**src/rtl/core/clm_pkg.sv**
```systemverilog
package clm_pkg;

    localparam logic [1:0] KIND_ACQ    = 2'd0;
    localparam logic [1:0] KIND_REL    = 2'd1;
    localparam logic [1:0] KIND_REVOKE = 2'd2;
    localparam logic [1:0] KIND_RETRY  = 2'd3;

    localparam logic [2:0] ST_OK      = 3'd0;
    localparam logic [2:0] ST_RETRY   = 3'd1;
    localparam logic [2:0] ST_FULL    = 3'd2;
    localparam logic [2:0] ST_WFULL   = 3'd3;
    localparam logic [2:0] ST_UNKNOWN = 3'd4;

    localparam logic [1:0] MODE_FREE   = 2'd0;
    localparam logic [1:0] MODE_LOCKED = 2'd1;
    localparam logic [1:0] MODE_REVOKE = 2'd2;

    localparam logic ACT_ACQUIRE = 1'b0;
    localparam logic ACT_RELEASE = 1'b1;

    // one accepted transaction on its way from front to back
    typedef struct packed {
        logic        action;
        logic [15:0] client_id;
        logic [63:0] lock_id;
        logic [31:0] request_seq;
    } req_t;

    // one result transaction
    typedef struct packed {
        logic [1:0]  msg_kind;
        logic [2:0]  status;
        logic [15:0] target_client;
        logic [63:0] target_lock;
        logic [31:0] target_seq;
        logic        last;
    } res_t;

endpackage

```
**src/rtl/core/clm_req_queue.sv**
```systemverilog
module clm_req_queue #(
    parameter int DEPTH = 2
) (
    input  logic            clk,
    input  logic            rst_n,
    input  logic            push,
    input  clm_pkg::req_t   push_data,
    output logic            full,
    input  logic            pop,
    output logic            not_empty,
    output clm_pkg::req_t   pop_data
);
    localparam int AW = (DEPTH > 1) ? $clog2(DEPTH) : 1;

    clm_pkg::req_t     mem_reg [DEPTH];
    logic [AW-1:0]     wr_ptr_reg, rd_ptr_reg;
    logic [AW:0]       count_reg;

    function automatic logic [AW-1:0] inc_ptr(input logic [AW-1:0] p);
        logic [AW-1:0] r;
        r = (p == AW'(DEPTH - 1)) ? '0 : p + 1'b1;
        return r;
    endfunction

    assign full      = (count_reg == (AW+1)'(DEPTH));
    assign not_empty = (count_reg != '0);
    assign pop_data  = mem_reg[rd_ptr_reg];

    always_ff @(posedge clk)
    begin
        if (push && !full)
        begin
            mem_reg[wr_ptr_reg] <= push_data;
        end
    end

    always_ff @(posedge clk or negedge rst_n)
    begin
        if (!rst_n)
        begin
            wr_ptr_reg <= '0;
            rd_ptr_reg <= '0;
            count_reg  <= '0;
        end
        else
        begin
            if (push && !full)
                wr_ptr_reg <= inc_ptr(wr_ptr_reg);
            if (pop && not_empty)
                rd_ptr_reg <= inc_ptr(rd_ptr_reg);
            count_reg <= count_reg + (AW+1)'(push && !full) - (AW+1)'(pop && not_empty);
        end
    end
endmodule

```
**config.mk**
```make
export PLATFORM = sky130hd
export DESIGN_NAME = clm_req_queue
export DESIGN_NICKNAME = d
export VERILOG_FILES = /design/src/rtl/core/clm_pkg.sv /design/src/rtl/core/clm_req_queue.sv
export SDC_FILE = /design/constraint.sdc
export NUM_CORES = 1
export LEC_CHECK = 0
export BUFFER_PORTS_ARGS = -buffer_cell sky130_fd_sc_hd__buf_2
export CORE_MARGIN = 10
export CORE_UTILIZATION = 44
export DETAILED_ROUTE_END_ITERATION = 7
export PLACE_DENSITY_LB_ADDON = 0.2
export SLEW_MARGIN = 20
export SYNTH_ARGS = -nofsm -noshare
export SYNTH_HDL_FRONTEND = slang
export SYNTH_SLANG_ARGS = --single-unit
```
**constraint.sdc**
```tcl
create_clock -name clk -period 5.55 [get_ports clk]
set_input_delay 1.665 -clock clk [delete_from_list [all_inputs] [get_ports clk]]
set_output_delay 1.665 -clock clk [all_outputs]
set_load 0.03 [all_outputs]
```
==> results.txt <==
The run finished with clean final reports. The synthesized design contains 230 register bits. Setup repair after global routing left no endpoint under its margin. At the end of routability-driven placement, the weighted congestion stood at 0.729.

For the worst-skew pair, the clock arrives at the later sink with an insertion delay of 0.50 ns. The tools report the maximum resistive drop on vdd as 0.000364 V. The via count of the first global-routing pass is 4725. The finished layout holds 904 standard cells, fillers aside. The number of buffers inserted by post-CTS setup repair was 0. The top fanout value on the critical path was 114. Setup violations remaining at the end of the flow were counted as 0.

Die span in y: 160 um. Entering global routing, the biggest net connects 115 pins. Per report_power, the sequential group accounts for 39.2% of the total. The type of the worst setup path is reg -> out. The number of hold buffers added after CTS was 0. The tools report the total via count in the routed design as 4255. The floorplan step defined a core boundary enclosing 0.0193 mm^2.

Reported leakage power: 4.20 nW. The net count of the finished layout is 737. Total grt overflow: 0. The required time at the endpoint of the critical path is 3.88 ns. The floorplan has 51 rows. The flip-flop count of the largest register, all copies and words added was 226. The HPWL after detailed placement is 11.6 mm.

The cell sitting at the root of the clock tree is a clkbuf_16. For this run, the number of Yosys warnings is 0. The clock network burns 23.3% of the power.

The tightest min-delay check is of the reg -> reg type. Clock-pin slew was measured on the worst setup and hold paths at 0.06 ns. Before CTS, the worst setup slack after placement is 2.22 ns. Dividing the detail-routed wire length by the instance count gives 19.1 um. For the clock sink count, the log shows 230. The average size of a mapped cell was 23.3 um^2; the power spent charging and discharging nets was 2.20 mW. The number of detailed-route iterations in the first pass was 4; the remaining design rule violation count was 0. Achievable clock frequency: 259 MHz. Counting every instance in the synthesized netlist gives 370. Across all hold checks on the routed design, the worst slack comes to 0.512 ns. The count of nets left with antenna violations once routing finished came out at 0. STA classifies the critical path endpoint as an output pin. The die area was 0.0255 mm^2; the post-route fraction of the period consumed by the critical path was 69.7%. Power spread over the standard cell area amounts to 584 mW/mm^2. Post-layout minimum cycle time: 3.87 ns. The post-synth net total came out at 489. edfxtp_1 takes more of the synthesized area than any other cell. After synthesis, the largest area contributor takes up 78.9% of total cell area. In the routed layout, each cell is associated on average with a via count of 4.71. Once the floorplan was initialized, standard cells occupied 44.5% of the core. Counting along the longest clock path gives a buffer depth of 3.

The transition time of the tightest slew-check pin was 0.972 ns; the count of port buffers added during placement was 231. The detailed router finished its first iteration with 212 violations. The first global-routing pass estimated 26.3 mm of wire. Compared with the post-synthesis result, the final layout area differs by 25.3%. The run gives 17 as the count of unique library cells instantiated by Yosys. H-tree depth: 1. Number of top-level design ports: 232. For the final setup slack of the worst path, the log shows 1.68 ns.

TritonCTS built the clock tree. Power comes to 6.30 mW. The final setup skew was 0.0136 ns; the sequential element share of the synthesized area was 80.0%.

The cell area after technology mapping is 0.00860 mm^2. The worst slew margin relative to its limit is 35.2%. Data on the critical path arrives at its endpoint at 2.20 ns. Max-cap violations in this run came to 0. The quantity of gates resized following cts was 0; the CTS buffer count was 24. The run gives 37.5% as the proportion of power drawn by combinational gates. The internal portion of the total power is 4.09 mW. The run gives 4 as the initial antenna violation count. The number of pins with negative max-slew slack in the final report was 0; the number of cells after detailed placement was 857. Switching fraction of total power: 35.0%.

The final wirelength was 17.3 mm. Summed over all failing endpoints, the final setup total negative slack is 0 ns. The final hold violation count is 0, and the total global routing track utilization is 12.8%. In the final layout, the share of cells above drive strength 1 is 60.8%. STA classifies the critical path startpoint as a register.

After synthesis, the cell types taking the most area are edfxtp_1, mux2_4, mux2_2. Measured along the x axis, the die boundary spans 160 um.
## path summary, 6_finish.rpt
kind	start	endpoint	slack, ns	depth (start not counted)
worst max-delay path	rd_ptr_reg	pop_data[100]	1.68	3
worst min-delay path	count_reg[1]	count_reg[1]	0.51	1
worst max register to register	count_reg[1]	mem_reg[1][28]	3.46	3
worst min register to register	count_reg[1]	count_reg[1]	0.51	1
max in group asynchronous	rst_n	rd_ptr_reg	4.45	1
min in group asynchronous	rst_n	count_reg[1]	0.97	1
## stage by stage
step	instance area, um^2	util, %
after floorplan	8610	-
after global placement	10000	51.9
after detailed placement	10000	51.9
after CTS	10800	55.7
after global routing	10800	55.7
final	10800	55.8
## kinds of logic (layout without fill, tap and decap cells)
group	Yosys count	in the layout	share of synthesized area, %
xor gates and xnor gates	4	4	0.407
adders and majority gates	2	2	0.291
buffers and inverters	15	280	1.47
DFF	230	230	80.0
muxes	113	113	17.4
other	0	4	0
and+or+nand+nor	6	6	0.378
## cell usage in the layout, fill, tap and decap left out
| master | instances |
|---|---|
| inv_1 | 2 |
| nor2_4 | 1 |
| xor2_1 | 1 |
| clkbuf_16 | 25 |
| clkbuf_1 | 3 |
| or2_2 | 1 |
| mux2_4 | 60 |
| nand2_1 | 1 |
| and2_1 | 1 |
| dfrtp_4 | 1 |
| diode_2 | 4 |
| buf_2 | 231 |
| buf_12 | 2 |
| ha_1 | 2 |
| clkinv_1 | 6 |
| xnor2_1 | 3 |
| nand2b_1 | 1 |
| and3_4 | 1 |
| edfxtp_1 | 226 |
| mux2_2 | 53 |
| dfrtp_1 | 3 |
| clkinv_2 | 8 |
| buf_4 | 2 |
| bufinv_16 | 1 |
## cells in the mapped netlist (all sizes together)
cell / count
edfxtp: 226
mux2: 113
buf: 13
dfrtp: 4
xnor2: 3
ha: 2
inv: 2
and2: 1
and3: 1
nand2: 1
nand2b: 1
nor2: 1
or2: 1
xor2: 1
## layout make-up
cell class | instances | area [um^2]
Clock buffer | 28 | 637
Tap cell | 265 | 332
Timing Repair Buffer | 235 | 1210
Sequential cell | 230 | 6890
Multi-Input combinational cell | 125 | 1600
Antenna cell | 4 | 10.0
Inverter | 2 | 7.51
Fill cell | 1534 | 8550
Clock inverter | 15 | 92.6
## per-layer routing
metal | vias up | wire, um | track usage, %
li1 | 1974 | - | -
met1 | 2074 | 7290 | 15.8
met2 | 176 | 8020 | 20.3
met3 | 27 | 1730 | 5.76
met4 | 4 | 233 | 3.09
met5 | - | 14 | 0
## power by group through the flow
stage                     clock network [mW]  registers [mW]  logic, mW
after floorplan                            0            2.52       1.82
after global placement                     0            2.49       2.39
after detailed placement                   0            2.51       2.41
after CTS                               1.53            2.48       2.42
after global routing                    1.60            2.51       2.50
final                                   1.47            2.47       2.36
## critical path, cell delays in order, from the launching register on
cell and delay (ns):
dfrtp_4 0.41, buf_12 0.52, mux2_2 0.42, buf_2 0.18
No activity file was read; power rests on OpenSTA's default activity.
